**src/rtl/core/jse_pkg.sv**
```systemverilog
// shared types, character codes and helpers for the json string escaper
package jse_pkg;

  localparam int unsigned CODE_W = 21;
  localparam int unsigned UNIT_W = 16;
  localparam int unsigned IDX_W  = 4;
  localparam int unsigned NSEG   = 6;

  // run segments, in emission order
  localparam int unsigned SEG_PRE_ERR = 0;
  localparam int unsigned SEG_OPEN_Q  = 1;
  localparam int unsigned SEG_BRK_ERR = 2;
  localparam int unsigned SEG_BODY    = 3;
  localparam int unsigned SEG_END_ERR = 4;
  localparam int unsigned SEG_CLOSE_Q = 5;

  localparam logic [7:0] CH_QUOTE  = 8'h22;
  localparam logic [7:0] CH_SLASH  = 8'h2F;
  localparam logic [7:0] CH_BSLASH = 8'h5C;
  localparam logic [7:0] CH_U      = 8'h75;
  localparam logic [7:0] CH_NUL    = 8'h00;

  typedef enum logic [2:0] {
    BM_ERR  = 3'd0,
    BM_CHAR = 3'd1,
    BM_ESC2 = 3'd2,
    BM_UNIT = 3'd3,
    BM_PAIR = 3'd4
  } body_mode_t;

  typedef struct packed {
    logic [NSEG-1:0]   mask;
    body_mode_t        mode;
    logic [7:0]        ch;
    logic [UNIT_W-1:0] u0;
    logic [UNIT_W-1:0] u1;
  } cmd_t;

  typedef struct packed {
    logic full;
    logic empty;
  } q_stat_t;

  function automatic logic [7:0] hex_char(input logic [3:0] n);
    logic [7:0] r;
    if (n < 4'd10) begin
      r = 8'h30 + {4'd0, n};
    end else begin
      r = 8'h57 + {4'd0, n};
    end
    return r;
  endfunction

endpackage

```
**src/rtl/core/jse_front.sv**
```systemverilog
// front end: utf-8 decoder and run classifier
module jse_front (
  input  logic          clk,
  input  logic          rst_n,
  input  logic          in_tvalid,
  output logic          in_tready,
  input  logic [7:0]    in_tdata,
  input  logic [1:0]    in_tuser,
  input  logic          in_tlast,
  input  jse_pkg::q_stat_t q_stat,
  output logic          cmd_push,
  output jse_pkg::cmd_t cmd
);
  import jse_pkg::*;

  logic [CODE_W-1:0] code_accum_r, code_accum_nxt;
  logic [1:0]        bytes_left_r, bytes_left_nxt;
  logic [1:0]        seq_length_r, seq_length_nxt;

  logic              take;
  logic              has, first, last;
  logic              pre_err, brk_err, end_err;
  logic              has_body, body_bad, ok;
  logic [CODE_W-1:0] cp;
  logic [CODE_W-1:0] v;

  assign in_tready = !q_stat.full;
  assign take      = in_tvalid && in_tready;
  assign has       = in_tuser[0];
  assign first     = in_tuser[1];
  assign last      = in_tlast;

  always_comb begin
    pre_err        = first && (bytes_left_r != 2'd0);
    bytes_left_nxt = first ? 2'd0 : bytes_left_r;
    code_accum_nxt = first ? '0 : code_accum_r;
    seq_length_nxt = first ? 2'd0 : seq_length_r;
    brk_err        = 1'b0;
    has_body       = 1'b0;
    body_bad       = 1'b0;
    ok             = 1'b0;
    cp             = '0;
    if (has) begin
      if ((bytes_left_nxt != 2'd0) && (in_tdata[7:6] == 2'b10)) begin
        code_accum_nxt = {code_accum_nxt[CODE_W-7:0], in_tdata[5:0]};
        bytes_left_nxt = bytes_left_nxt - 2'd1;
        if (bytes_left_nxt == 2'd0) begin
          cp = code_accum_nxt;
          case (seq_length_nxt)
            2'd1:    ok = (cp >= 21'h80);
            2'd2:    ok = (cp >= 21'h800);
            2'd3:    ok = (cp >= 21'h10000) && (cp <= 21'h10FFFF);
            default: ok = 1'b0;
          endcase
          has_body       = 1'b1;
          body_bad       = !ok;
          code_accum_nxt = '0;
          seq_length_nxt = 2'd0;
        end
      end else begin
        brk_err        = (bytes_left_nxt != 2'd0);
        code_accum_nxt = '0;
        bytes_left_nxt = 2'd0;
        seq_length_nxt = 2'd0;
        if (!in_tdata[7]) begin
          has_body = 1'b1;
          cp       = {13'd0, in_tdata};
        end else if (in_tdata[7:5] == 3'b110) begin
          code_accum_nxt = {16'd0, in_tdata[4:0]};
          bytes_left_nxt = 2'd1;
          seq_length_nxt = 2'd1;
        end else if (in_tdata[7:4] == 4'b1110) begin
          code_accum_nxt = {17'd0, in_tdata[3:0]};
          bytes_left_nxt = 2'd2;
          seq_length_nxt = 2'd2;
        end else if (in_tdata[7:3] == 5'b11110) begin
          code_accum_nxt = {18'd0, in_tdata[2:0]};
          bytes_left_nxt = 2'd3;
          seq_length_nxt = 2'd3;
        end else begin
          has_body = 1'b1;
          body_bad = 1'b1;
        end
      end
    end
    end_err = last && (bytes_left_nxt != 2'd0);
    if (last) begin
      code_accum_nxt = '0;
      bytes_left_nxt = 2'd0;
      seq_length_nxt = 2'd0;
    end
  end

  // escape form of the decoded character
  always_comb begin
    v       = cp - 21'h10000;
    cmd.mask              = '0;
    cmd.mask[SEG_PRE_ERR] = pre_err;
    cmd.mask[SEG_OPEN_Q]  = first;
    cmd.mask[SEG_BRK_ERR] = brk_err;
    cmd.mask[SEG_BODY]    = has_body;
    cmd.mask[SEG_END_ERR] = end_err;
    cmd.mask[SEG_CLOSE_Q] = last;
    cmd.mode = BM_CHAR;
    cmd.ch   = cp[7:0];
    cmd.u0   = cp[UNIT_W-1:0];
    cmd.u1   = {6'b110111, v[9:0]};
    if (body_bad) begin
      cmd.mode = BM_ERR;
      cmd.ch   = CH_NUL;
    end else if (cp >= 21'h10000) begin
      cmd.mode = BM_PAIR;
      cmd.u0   = {6'b110110, v[19:10]};
    end else if (cp > 21'h7F) begin
      cmd.mode = BM_UNIT;
    end else if ((cp[7:0] == CH_QUOTE) || (cp[7:0] == CH_BSLASH) || (cp[7:0] == CH_SLASH)) begin
      cmd.mode = BM_ESC2;
    end else if (cp < 21'h20) begin
      cmd.mode = BM_ESC2;
      case (cp[4:0])
        5'h08:   cmd.ch = "b";
        5'h0C:   cmd.ch = "f";
        5'h0A:   cmd.ch = "n";
        5'h0D:   cmd.ch = "r";
        5'h09:   cmd.ch = "t";
        default: cmd.mode = BM_UNIT;
      endcase
    end
  end

  // items that give no characters are dropped here
  assign cmd_push = take && (cmd.mask != '0);

  always_ff @(posedge clk) begin
    if (!rst_n) begin
      code_accum_r <= '0;
      bytes_left_r <= 2'd0;
      seq_length_r <= 2'd0;
    end else if (take) begin
      code_accum_r <= code_accum_nxt;
      bytes_left_r <= bytes_left_nxt;
      seq_length_r <= seq_length_nxt;
    end
  end

endmodule

```
**src/rtl/core/jse_cmd_fifo.sv**
```systemverilog
// two-entry run queue between decoder and expander
module jse_cmd_fifo (
  input  logic             clk,
  input  logic             rst_n,
  input  logic             push,
  input  jse_pkg::cmd_t    push_cmd,
  input  logic             pop,
  output jse_pkg::cmd_t    head_cmd,
  output jse_pkg::q_stat_t q_stat
);
  import jse_pkg::*;

  cmd_t       mem_r [2];
  logic       wr_ptr_r, wr_ptr_nxt;
  logic       rd_ptr_r, rd_ptr_nxt;
  logic [1:0] count_r, count_nxt;

  assign head_cmd     = mem_r[rd_ptr_r];
  assign q_stat.full  = (count_r == 2'd2);
  assign q_stat.empty = (count_r == 2'd0);

  always_comb begin
    wr_ptr_nxt = push ? !wr_ptr_r : wr_ptr_r;
    rd_ptr_nxt = pop ? !rd_ptr_r : rd_ptr_r;
    count_nxt  = count_r + {1'b0, push} - {1'b0, pop};
  end

  always_ff @(posedge clk) begin
    if (push) begin
      mem_r[wr_ptr_r] <= push_cmd;
    end
  end

  always_ff @(posedge clk) begin
    if (!rst_n) begin
      wr_ptr_r <= 1'b0;
      rd_ptr_r <= 1'b0;
      count_r  <= 2'd0;
    end else begin
      wr_ptr_r <= wr_ptr_nxt;
      rd_ptr_r <= rd_ptr_nxt;
      count_r  <= count_nxt;
    end
  end

endmodule

```
**src/rtl/core/jse_back.sv**
```systemverilog
// back end: expands one run into escaped characters behind an output register
module jse_back (
  input  logic             clk,
  input  logic             rst_n,
  input  jse_pkg::cmd_t    head_cmd,
  input  jse_pkg::q_stat_t q_stat,
  output logic             pop,
  output logic             out_tvalid,
  input  logic             out_tready,
  output logic [7:0]       out_tdata,
  output logic [0:0]       out_tuser,
  output logic             out_tlast
);
  import jse_pkg::*;

  cmd_t            cur_r;
  logic            cur_vld_r, cur_vld_nxt;
  logic [NSEG-1:0] rem_r, rem_nxt;
  logic [IDX_W-1:0] idx_r, idx_nxt;
  logic            out_vld_r, out_vld_nxt;
  logic [7:0]      out_char_r;
  logic            out_last_r;
  logic            out_bad_r;

  logic [NSEG-1:0] seg_oh;
  logic [NSEG-1:0] rem_after;
  logic [IDX_W-1:0] len_m1;
  logic [IDX_W-1:0] j;
  logic [UNIT_W-1:0] u;
  logic [7:0]      body_ch;
  logic [7:0]      ch;
  logic            bad;
  logic            seg_done;
  logic            run_end;
  logic            emit;

  always_comb begin
    seg_oh    = rem_r & (~rem_r + 1'b1);
    rem_after = rem_r & ~seg_oh;
    case (cur_r.mode)
      BM_ESC2: len_m1 = 4'd1;
      BM_UNIT: len_m1 = 4'd5;
      BM_PAIR: len_m1 = 4'd11;
      default: len_m1 = 4'd0;
    endcase
    seg_done = !seg_oh[SEG_BODY] || (idx_r == len_m1);
    run_end  = seg_done && (rem_after == '0);
  end

  // body character at the current index
  always_comb begin
    j = (idx_r < 4'd6) ? idx_r : idx_r - 4'd6;
    u = (idx_r < 4'd6) ? cur_r.u0 : cur_r.u1;
    case (j)
      4'd0:    body_ch = CH_BSLASH;
      4'd1:    body_ch = CH_U;
      4'd2:    body_ch = hex_char(u[15:12]);
      4'd3:    body_ch = hex_char(u[11:8]);
      4'd4:    body_ch = hex_char(u[7:4]);
      default: body_ch = hex_char(u[3:0]);
    endcase
    ch  = CH_NUL;
    bad = 1'b0;
    if (seg_oh[SEG_PRE_ERR] || seg_oh[SEG_BRK_ERR] || seg_oh[SEG_END_ERR]) begin
      bad = 1'b1;
    end else if (seg_oh[SEG_OPEN_Q] || seg_oh[SEG_CLOSE_Q]) begin
      ch = CH_QUOTE;
    end else begin
      case (cur_r.mode)
        BM_ERR:  bad = 1'b1;
        BM_CHAR: ch = cur_r.ch;
        BM_ESC2: ch = (idx_r == '0) ? CH_BSLASH : cur_r.ch;
        default: ch = body_ch;
      endcase
    end
  end

  assign emit = cur_vld_r && (!out_vld_r || out_tready);
  assign pop  = !q_stat.empty && (!cur_vld_r || (emit && run_end));

  always_comb begin
    out_vld_nxt = emit ? 1'b1 : (out_tready ? 1'b0 : out_vld_r);
    cur_vld_nxt = cur_vld_r;
    rem_nxt     = rem_r;
    idx_nxt     = idx_r;
    if (emit) begin
      idx_nxt = seg_done ? '0 : idx_r + 1'b1;
      if (seg_done) begin
        rem_nxt = rem_after;
      end
      if (run_end) begin
        cur_vld_nxt = 1'b0;
      end
    end
    if (pop) begin
      cur_vld_nxt = 1'b1;
      rem_nxt     = head_cmd.mask;
      idx_nxt     = '0;
    end
  end

  always_ff @(posedge clk) begin
    if (pop) begin
      cur_r <= head_cmd;
    end
    if (emit) begin
      out_char_r <= ch;
      out_last_r <= run_end;
      out_bad_r  <= bad;
    end
  end

  always_ff @(posedge clk) begin
    if (!rst_n) begin
      cur_vld_r <= 1'b0;
      out_vld_r <= 1'b0;
      rem_r     <= '0;
      idx_r     <= '0;
    end else begin
      cur_vld_r <= cur_vld_nxt;
      out_vld_r <= out_vld_nxt;
      rem_r     <= rem_nxt;
      idx_r     <= idx_nxt;
    end
  end

  assign out_tvalid   = out_vld_r;
  assign out_tdata    = out_char_r;
  assign out_tuser[0] = out_bad_r;
  assign out_tlast    = out_last_r;

endmodule

```
**src/rtl/core/json_string_escaper.sv**
```systemverilog
// top level of the json string escaper: utf-8 bytes in, escaped json characters out
//
//  channel | dir | tdata        | tuser                              | tlast
//  --------+-----+--------------+------------------------------------+---------------
//  in_     | in  | [7:0] byte   | [0] has_byte, [1] first_of_string  | last_of_string
//  out_    | out | [7:0] char   | [0] bad_utf8                       | last_of_run
//
// one character out per cycle unless stalled; an item holds the expander until all are out
// an item is taken every cycle while the two-entry run queue has room
// a taken item goes through the run queue and the run register to the output register
// rst_n clears the decoder, the run queue, the expander and the output valid
// output stalls fill the queue and then lower in_tready
module json_string_escaper (
  input  logic       clk,
  input  logic       rst_n,
  input  logic       in_tvalid,
  output logic       in_tready,
  input  logic [7:0] in_tdata,   // [7:0] in_byte
  input  logic [1:0] in_tuser,   // [0] has_byte, [1] first_of_string
  input  logic       in_tlast,
  output logic       out_tvalid,
  input  logic       out_tready,
  output logic [7:0] out_tdata,  // [7:0] out_char
  output logic [0:0] out_tuser,  // [0] bad_utf8
  output logic       out_tlast
);
  import jse_pkg::*;

  cmd_t    push_cmd;
  cmd_t    head_cmd;
  q_stat_t q_stat;
  logic    cmd_push;
  logic    cmd_pop;

  jse_front u_front (
    .clk       (clk),
    .rst_n     (rst_n),
    .in_tvalid (in_tvalid),
    .in_tready (in_tready),
    .in_tdata  (in_tdata),
    .in_tuser  (in_tuser),
    .in_tlast  (in_tlast),
    .q_stat    (q_stat),
    .cmd_push  (cmd_push),
    .cmd       (push_cmd)
  );

  jse_cmd_fifo u_fifo (
    .clk      (clk),
    .rst_n    (rst_n),
    .push     (cmd_push),
    .push_cmd (push_cmd),
    .pop      (cmd_pop),
    .head_cmd (head_cmd),
    .q_stat   (q_stat)
  );

  jse_back u_back (
    .clk        (clk),
    .rst_n      (rst_n),
    .head_cmd   (head_cmd),
    .q_stat     (q_stat),
    .pop        (cmd_pop),
    .out_tvalid (out_tvalid),
    .out_tready (out_tready),
    .out_tdata  (out_tdata),
    .out_tuser  (out_tuser),
    .out_tlast  (out_tlast)
  );

  a_no_push_full: assert property (@(posedge clk) disable iff (!rst_n)
    !(cmd_push && q_stat.full))
    else $error("run queue written while full");

  a_no_pop_empty: assert property (@(posedge clk) disable iff (!rst_n)
    cmd_pop |-> !q_stat.empty)
    else $error("run queue read while empty");

  a_err_char_zero: assert property (@(posedge clk) disable iff (!rst_n)
    (out_tvalid && out_tuser[0]) |-> (out_tdata == CH_NUL))
    else $error("error transfer carries a character");

  a_reset_idle: assert property (@(posedge clk)
    (rst_n && $past(!rst_n)) |-> !out_tvalid)
    else $error("output valid straight after reset");

endmodule

```
**config.mk**
```make
export PLATFORM = sky130hd
export DESIGN_NAME = json_string_escaper
export DESIGN_NICKNAME = d
export VERILOG_FILES = /design/src/rtl/core/jse_pkg.sv /design/src/rtl/core/jse_front.sv /design/src/rtl/core/jse_cmd_fifo.sv /design/src/rtl/core/jse_back.sv /design/src/rtl/core/json_string_escaper.sv
export SDC_FILE = /design/constraint.sdc
export NUM_CORES = 1
export LEC_CHECK = 0
export BUFFER_PORTS_ARGS = -buffer_cell sky130_fd_sc_hd__buf_2
export CORE_MARGIN = 10
export CORE_UTILIZATION = 25
export DETAILED_ROUTE_END_ITERATION = 16
export SYNTH_ARGS = -nofsm -noshare
export SYNTH_HDL_FRONTEND = slang
export SYNTH_SLANG_ARGS = --single-unit
```
**constraint.sdc**
```tcl
create_clock -name clk -period 11.1 [get_ports clk]
set_input_delay 1.665 -clock clk [delete_from_list [all_inputs] [get_ports clk]]
set_output_delay 1.665 -clock clk [all_outputs]
set_load 0.1 [all_outputs]
```
Word-level counts from Yosys, hierarchy flattened. Memory sizes are Yosys's and may differ from the RTL's. A register that Yosys moved wholly into a read port is not among the register bits. Index checks and enable logic that the tools add are counted. W data, S select, Z words.

Register bits after elaboration: 88. Bits in latches: 0. Memory bits (writable): 86. Memory bits (read-only): 0. Input bits: 15. Output and inout bits: 12. Logic and storage cells: 202. Memories kept: 1.

Memory list: u_fifo.mem_r (depth 2, width 43, rd ports 1, clocked after memory_dff 1, write ports 1, RTL line jse_cmd_fifo.sv:13) `cmd_t mem_r [2];`.

Add/sub/neg operators: 15. Multiply operators: 0. Divide/modulo/power cells: 0. $lt $le $gt $ge: 12. Eq/ne operators: 25. Shift operators: 0. Multiplexer cells: 81. Bitwise operators: 5. Reduce and logical (&&, ||, !) cells: 45.

Operator list (count): $mux W15 (7); $pmux W8 S5 (2); $mux W8 (8); $mux W21 (3); $mux W16 (3); $ge A21 B17 Y1 const B (2); $add A7 B4 Y8 const A (4); $add A6 B4 Y7 const A (4); $mux W1 (28); $mux W2 (13); $eq A5 B4 Y1 const B (5); $mux W6 (4); $pmux W8 S3 (1); $ge A21 B12 Y1 const B (1); $ge A21 B8 Y1 const B (1); $gt A21 B7 Y1 const B (1); $le A21 B21 Y1 const B (1); $lt A21 B6 Y1 const B (1); $sub A20 B17 Y20 const B (1); $eq A8 B6 Y1 const B (2); $lt A4 B4 Y1 const B (4); $reduce_bool A2 Y1 (7); $and A6 B6 Y6 (2); $mux W3 (4); other kinds (38) (74).

Depth between registers and ports, before layout. Gate-level depths: netlist (run 1).

Depth in word-level cells: 14. Depth in mapped cells: 14.

Hierarchy. A second synthesis (run 1) with hierarchy kept.

Cell total of the unflattened synthesis: 769. Area, all modules: 9421.5 um^2.

Modules (own cells, without submodules): jse_cmd_fifo (instances 1, cells each 173, area an instance 3806.2 um^2); jse_back (instances 1, cells each 312, area an instance 3480.8 um^2); jse_front (instances 1, cells each 284, area an instance 2134.5 um^2).

Worst setup path after synthesis (run 1). OpenSTA, ideal clock, no wires.

Path type: input -> register. Start: input in_tuser[1]. End: memory u_fifo.mem_r[0][0] (netlist bit) (enable). Setup time: 0.445 ns. Arrival: 4.651 ns. Path slack: 6.004 ns. Cell stages on the path: 8. Buffers on the path: 1. Path through: buf_6 -> nor2b_1 -> ha_1 -> nor2_1 -> o21ai_0 -> o21a_1 -> o41ai_1 -> nor2_1.

RTL lines: start, declared (RTL line json_string_escaper.sv:19) `input logic [1:0] in_tuser,`; end, declared (RTL line jse_cmd_fifo.sv:13).

==> results of run 1 <==
where the power goes:
group	total (W)	switching (W)	internal (W)
registers	0.000968	0.000114	0.000854
logic	0.000592	0.000386	0.000205
clock network	0.000594	0.000241	0.000353
sequential cells by signal, summed over array words and instances, names as in the netlist, 2 cells and up, named ones only:
name and count:
u_front.seq_length_r 2, u_front.code_accum_r 15, u_fifo.count_r 2, u_back.cur_r 37, u_front.bytes_left_r 2, u_back.rem_r 6, u_fifo.mem_r 86, u_back.idx_r 4
u_back.out_tdata 8
cell usage after synthesis, types with 3 or more instances:
cell type / instances / area, um2
nand3b_1: 4 / 30.0
nor3b_1: 7 / 52.6
a211oi_1: 6 / 45.0
o21ai_1: 7 / 35.0
mux2_2: 45 / 507
nor2_1: 44 / 165
a31oi_1: 7 / 43.8
a21o_1: 5 / 37.5
ha_1: 13 / 163
edfxtp_1: 133 / 3990
and3_1: 6 / 37.5
nand4_1: 4 / 25.0
nand2_1: 60 / 225
a211oi_2: 3 / 37.5
a22oi_1: 17 / 128
and2_1: 11 / 68.8
dfxtp_1: 36 / 721
a21boi_0: 3 / 22.5
nand2b_1: 10 / 62.6
o21ai_0: 39 / 195
xor2_1: 4 / 35.0
buf_4: 5 / 37.5
nor4_1: 4 / 25.0
inv_1: 26 / 97.6
a211o_1: 4 / 35.0
mux2i_1: 11 / 110
buf_2: 13 / 65.1
o21a_1: 10 / 75.1
clkbuf_1: 19 / 71.3
a2111oi_0: 3 / 26.3
nor2b_1: 29 / 181
nor3_1: 12 / 60.1
xnor2_1: 6 / 52.6
o211ai_1: 7 / 52.6
a21oi_1: 31 / 155
nor4_2: 3 / 37.5
o41ai_1: 4 / 35.0
or3_1: 3 / 18.8
buf_6: 5 / 56.3
nand3_1: 19 / 95.1
nand4b_1: 3 / 26.3
layout by cell type, fill, tap and decap left out, drive strengths merged, types with 12 or more instances in the layout:
cell type,n
mux2,46
inv,27
nor3,12
edfxtp,133
o21ai,46
dfxtp,36
ha,13
nor2b,29
a22oi,17
a21oi,32
nand2,62
nand3,20
buf,32
clkbuf,20
nor2,44
layer usage:
metal | GRT usage (%) | part of all wire [%] | vias to the layer above
li1 | - | - | 2775
met2 | 14.0 | 44 | 142
met5 | 0 | 0 | -
met3 | 2.43 | 4.3 | 18
met4 | 2.06 | 1.0 | 0
met1 | 13.0 | 50 | 2807
logic make-up (layout without fill, tap and decap cells):
family	Yosys count	count (layout)
AND/OR/NAND/NOR	239	239
buffers and inverters	69	91
multiplexers	57	57
flip-flops	169	169
adder cells (fa/ha/maj)	14	14
AO/OA/AOI/OAI	176	176
XOR/XNOR	10	10
metrics by stage:
| stage | cell area (um2) | utilization, % | cells | power [W] |
|---|---|---|---|---|
| after floorplan | 8520 | - | 734 | 0.00141 |
| after global placement | 9050 | 26.9 | 1172 | 0.00156 |
| after detailed placement | 9050 | 26.9 | 1172 | 0.00157 |
| after CTS | 9640 | 28.7 | 1204 | 0.00217 |
| after global routing | 9640 | 28.7 | 1204 | 0.00227 |
| final | 9640 | 28.7 | 1204 | 0.00215 |
cell type report:
cell class                      count  area (um2)  share of cell area [%]
Timing Repair Buffer               32         175                    1.82
Inverter                           27         104                    1.08
Clock buffer                       20         437                    4.53
Tap cell                          448         561                    5.81
Multi-Input combinational cell    496        3500                    36.3
Clock inverter                     12         151                    1.57
Sequential cell                   169        4720                    48.9
worst max-delay path by stage:
stage,start,endpoint,slack [ns],cells after the start
finish,in_tuser[1],u_fifo.mem_r[1][18],6.44,12
floorplan,in_tuser[1],u_fifo.mem_r[0][0],6.00,8
global placement,in_tuser[1],u_fifo.mem_r[0][18],6.16,12
CTS,in_tuser[1],u_fifo.mem_r[0][18],6.47,12
global route,in_tuser[1],u_fifo.mem_r[0][18],6.05,12
detailed placement,in_tuser[1],u_fifo.mem_r[0][18],6.03,12
==> run_results.csv, run 1 <==
group,metric,value,unit
timing,slew_viol_final,0,
placement,dp_slack,6.03,ns
yosys,synth-main-ff-cell,"edfxtp_1",
worst_setup_path,end_kind,"flip-flop",
global_route,grt_pass1_wl,30900,um
worst_setup_path,path_delay_family,"simple AND/OR/NAND/NOR gates",
clocking,cts_buffers,17,
yosys,ys_types,82,
timing,fin_tns_setup,0,ns
placement,port_buffers,26,
yosys,syn_avg_cell_area,11.6,um2
yosys,yosys.area_share.xor_xnor,1.03,%
clocking,clkLatencyLatePin,0.43,ns
worst_setup_path,reg2reg_depth,11,
worst_setup_path,cpMaxStageDelayCell,"nor3_1",
outcome,outcome,"finished clean",
timing,post-route-period-util,42.0,%
worst_setup_path,rrSetupSlack,7.59,ns
clocking,post_cts_buffers,0,
timing,fin_skew,0.00641,ns
min_path,hold_path_end,"u_back.cur_r[8]",
yosys,synth_compound_area_share,14.4,%
drt,vias,5742,
clocking,numClockSinks,169,
clocking,cts_hold_buffers,0,
power,vdd.ir_drop.worst,0.119,mV
floorplanning,start_util,25.3,%
yosys,synth-adder-area-share,2.03,%
worst_setup_path,r2r-start,"u_front.bytes_left_r[0]",
yosys,synth-edff-count,133,
floorplanning,die_y,205,um
finish,synthToLayoutAreaGrowth,13.2,%
yosys,synth-seq-area-share,55.3,%
finish,layout-drive-gt1-share,17.7,%
clocking,cts.htree.levels,4,
drt,wl_per_cell,16.2,um
placement,gp_congestion,0.889,
global_route,track_usage,9.29,%
drt,drtIter0Drc,535,
timing,slew-limit-headroom,25.0,%
timing,final-hold-violation-count,0,
global_route,grt_max_degree,53,
min_path,holdPathStages,1,
timing,fmax,215,MHz
timing,worst_slew_pin_slew,1.12,ns
floorplanning,core,33600,um2
timing,postLayoutSetupSlackWorst,6.44,ns
global_route,grt_pass1_vias,5549,
floorplanning,die_width,205,um
worst_setup_path,r2r-end,"u_fifo.mem_r[1][18]",
drt,routed_wl,19500,um
yosys,yosys.area_share.simple,15.8,%
finish,num-nets-final,771,
yosys,netlist_area,8520,um2
clocking,cts.reportedPaths.clkPinSlew,0.07,ns
timing,setup_viol,0,
floorplanning,ioPinCount,27,
timing,period_needed,4.66,ns
floorplanning,dieArea,41900,um2
worst_setup_path,critPathArrivalTime,4.83,ns
worst_setup_path,path_cells,"buf_2 -> inv_1 -> nand2_1 -> ha_1 -> nand4bb_4 -> nor3_1 -> nand2_1 -> ha_1 -> xnor2_1 -> nor2_1 -> a21boi_0 -> o32a_1",
power,power_density,223,nW/um2
clocking,root_buffer,"clkbuf_16",
clocking,cts_tree,"built",
worst_setup_path,cp_slowest_stage_delay,0.88,ns
drt,route.detailed.drc,0,
worst_setup_path,path_max_fanout,14,
yosys,yosys_warnings,0,
timing,rsz0062_at_grt,"false",
finish,n_antenna_cell,0,
worst_setup_path,required,11.27,ns
yosys,ys_ff_latch,169,
global_route,grt_antenna_before_repair,1,
global_route,grt-ovfl-total,0,
run,drv_cap,0,
yosys,syn_nets,762,
yosys,synth_cells,734,
worst_setup_path,worst-path-buf-inv,2,
finish,nFillCells,3385,
yosys,synthArstFlopShare,0,%
power,cellLeakagePower,3.33,nW
clocking,cts.path.max_buffers,2,
worst_setup_path,path_class,"input pin to flip-flop",
yosys,synth_top_family_by_area,"simple AND/OR/NAND/NOR gates",
timing,whs,0.547,ns
drt,viasPerCell,4.77,
worst_setup_path,start_kind,"input pin",
drt,dr.pass1.iters,5,
min_path,min_path_type,"flip-flop to flip-flop",
floorplanning,num_rows,67,
min_path,worstHoldStart,"u_fifo.mem_r[1][8]",
clocking,cts_resized,0,
yosys,synthMuxAreaShare,7.42,%
drt,ant_nets,0,
placement,dp_hpwl,13800,um
(Power assumes the default switching activity.)
==> run 2: changes to the inputs <==
Settings changed: ABC_AREA set to 1.
Clock period 11.1 ns to 4.3 ns, I/O delays scaled along.
==> run 2 against run 1 <==
  * Die area grew 2.4%
  * Via count grew 14%
  * Non-clock buffer count is the same
  * Total power grew to 2.8 times the previous value
  * Clock power grew to 2.6 times the previous value
  * Wire length grew 7.1%
  * Cell area grew 3.5%
  * Clock skew grew 0.011 ns
  * Combinational power grew to 3.4 times the previous value
  * Critical endpoint is now u_fifo.count_r[1]
==> run_results.csv, run 2 <==
group,metric,value,unit
outcome,outcome,"finished clean",
yosys,yosys.area.top_type,"edfxtp_1",
timing,setup_viol,0,
yosys,synth.area.top_cells,"edfxtp_1 (46%), nand2_1 (11%), dfxtp_1 (8.2%)",
timing,slew_viol_final,0,
worst_setup_path,critPathArrivalTime,3.30,ns
clocking,root_buffer,"clkbuf_16",
worst_setup_path,cp_slowest_stage_delay,0.31,ns
clocking,cts_hold_buffers,0,
worst_setup_path,crit_path_frequent_cell,"ha_1",
global_route,track_usage,9.67,%
drt,viasPerCell,4.51,
drt,vias,6573,
drt,route.detailed.drc,0,
run,drv_cap,0,
floorplanning,core,34500,um2
clocking,post_cts_buffers,0,
worst_setup_path,cpMaxStageDelayCell,"a21o_1",
timing,post-route-period-util,68.5,%
power,cellLeakagePower,4.18,nW
clocking,cts.htree.levels,4,
worst_setup_path,reg2reg_depth,15,
yosys,syn_avg_cell_area,9.06,um2
drt,dr.pass1.iters,5,
clocking,cts_resized,0,
floorplanning,ioPinCount,27,
finish,num-nets-final,1019,
drt,wl_per_cell,14.3,um
yosys,ys_ff_latch,169,
yosys,synthArstFlopShare,0,%
yosys,ys_types,48,
yosys,yosysTopAreaCellShare,45.7,%
global_route,grt_max_degree,44,
yosys,synth_cells,965,
finish,layout_common_cells,"nand2_1 (249), edfxtp_1 (133), inv_1 (112), nor2_1 (90), o21ai_0 (52)",
finish,layout-drive-gt1-share,15.1,%
placement,dp_hpwl,15300,um
worst_setup_path,worst-path-buf-inv,5,
timing,fmax,340,MHz
placement,gp_congestion,0.887,
worst_setup_path,path_cells,"buf_2 -> inv_4 -> nand2_1 -> ha_1 -> inv_2 -> nand2_2 -> nand2_1 -> inv_1 -> o21ai_2 -> a21o_1 -> ha_1 -> inv_1 -> ha_1 -> xor2_1 -> o21ai_0 -> a21oi_1",
min_path,holdPathStages,2,
finish,synthToLayoutAreaGrowth,14.1,%
finish,n_antenna_cell,0,
global_route,gr-usage-met3,2.32,%
finish,nFillCells,3678,
finish,post-route-util,28.9,%
timing,whs,0.467,ns
timing,rsz0062_at_grt,"false",
power,vdd.ir_drop.worst,0.270,mV
power,power_density,604,nW/um2
floorplanning,start_util,25.3,%
drt,ant_nets,0,
drt,routed_wl,20900,um
clocking,numClockSinks,169,
global_route,grt_pass1_vias,6266,
worst_setup_path,path_class,"input pin to flip-flop",
global_route,gr-usage-met1,12.7,%
floorplanning,die_width,207,um
timing,final-hold-violation-count,0,
global_route,grt-ovfl-total,0,
worst_setup_path,path_delay_family,"compound AO/OA/AOI/OAI gates",
finish,regMostFlops,"u_fifo.mem_r",
clocking,clkLatencyLatePin,0.43,ns
worst_setup_path,r2r-end,"u_fifo.count_r[1]",
worst_setup_path,r2r-start,"u_back.cur_r[40]",
yosys,synth.most_common_cell,"nand2_1",
yosys,syn_nets,993,
clocking,cts_buffers,17,
floorplanning,num_rows,68,
yosys,synth-main-ff-cell,"edfxtp_1",
finish,layout_commonest_cell,"nand2_1",
clocking,cts.reportedPaths.clkPinSlew,0.07,ns
timing,fin_skew,0.0179,ns
clocking,cts.path.max_buffers,2,
worst_setup_path,rrSetupSlack,1.40,ns
min_path,hold_path_end,"u_front.code_accum_r[10]",
worst_setup_path,required,4.66,ns
yosys,synth-edff-count,133,
finish,largest_register_ff_count,86,
yosys,yosys_warnings,0,
worst_setup_path,path_max_fanout,16,
worst_setup_path,end_kind,"flip-flop",
global_route,grt_pass1_wl,33800,um
global_route,busiest_layer,"met2",
timing,period_needed,2.94,ns
yosys,synth_common_cells,"nand2_1 (249), edfxtp_1 (133), inv_1 (112)",
global_route,gr-usage-met2,14.8,%
drt,drtIter0Drc,550,
timing,worst_slew_pin_slew,1.08,ns
yosys,netlist_area,8740,um2
min_path,min_path_type,"flip-flop to flip-flop",
placement,port_buffers,26,
global_route,grt_antenna_before_repair,2,
timing,fin_tns_setup,0,ns
clocking,cts_tree,"built",
yosys,synth-seq-area-share,53.9,%
finish,reg_top3,"u_fifo.mem_r x86, u_back.cur_r x37, u_front.code_accum_r x15",
floorplanning,die_y,207,um
timing,slew-limit-headroom,27.9,%
worst_setup_path,start_kind,"input pin",
floorplanning,dieArea,42900,um2
min_path,worstHoldStart,"u_front.code_accum_r[10]",
## run 2: layer usage
layer | part of all wire, % | wire length, um
met1 | 47 | 9890
met2 | 45 | 9500
met3 | 4.4 | 929
met4 | 2.8 | 581
met5 | 0.081 | 17
## run 2: final cells by class
class / count / area, um2 / share of cell area, %
clock buffer: 17 / 425 / 4.26
clock inverter: 15 / 174 / 1.74
inverter: 122 / 460 / 4.62
multi-input combinational: 649 / 3440 / 34.5
sequential: 169 / 4720 / 47.3
tap: 455 / 569 / 5.71
timing repair buffer: 32 / 188 / 1.88
## run 2: worst max-delay path by stage
stage,startpoint,end,slack [ns],cells past startpoint
after floorplan,in_tuser[1],u_fifo.mem_r[0][0],0.12,12
after detailed placement,in_tuser[1],u_fifo.count_r[1],0.93,16
final,in_tuser[1],u_fifo.count_r[1],1.36,16
after global placement,in_tuser[1],u_fifo.count_r[1],0.96,16
after global routing,u_back.cur_r[40],u_fifo.count_r[1],1.05,15
after CTS,in_tuser[1],u_fifo.count_r[1],1.38,16
## run 2: worst register-to-register path: cells and delay by family, from the launching register on
family / cells / cell delay, ns
flops: 1 / 0.49
fa+ha+maj: 2 / 0.38
compound gates: 3 / 0.40
simple gates: 7 / 1.13
xor+xnor: 1 / 0.19
buf+inv: 2 / 0.25
## run 2: logic make-up after synthesis
group	Yosys count	share of synthesized area, %
XOR/XNOR	3	0.301
adder cells (fa/ha/maj)	13	1.86
AND/OR/NAND/NOR	450	22.3
buffers and inverters	147	6.88
flip-flops	169	53.9
multiplexers	43	5.50
AO/OA/AOI/OAI	140	9.26
## run 2: through the flow
step / instances / power, W / worst slack (ns) / area, um2
6_report: 1459 / 0.00603 / 1.36 / 9970
4_1_cts: 1459 / 0.00608 / 1.38 / 9970
3_3_place_gp: 1427 / 0.00453 / 0.956 / 9380
2_1_floorplan: 965 / 0.00406 / 0.122 / 8740
5_1_grt: 1459 / 0.00642 / 1.05 / 9970
3_5_place_dp: 1427 / 0.00455 / 0.931 / 9380
## run 2: power by group
part / internal (W) / switching [W] / leakage, nW
Clock: 0.000786 / 0.000732 / 0.290
Sequential: 0.00229 / 0.000206 / 1.56
Combinational: 0.000583 / 0.00143 / 2.33
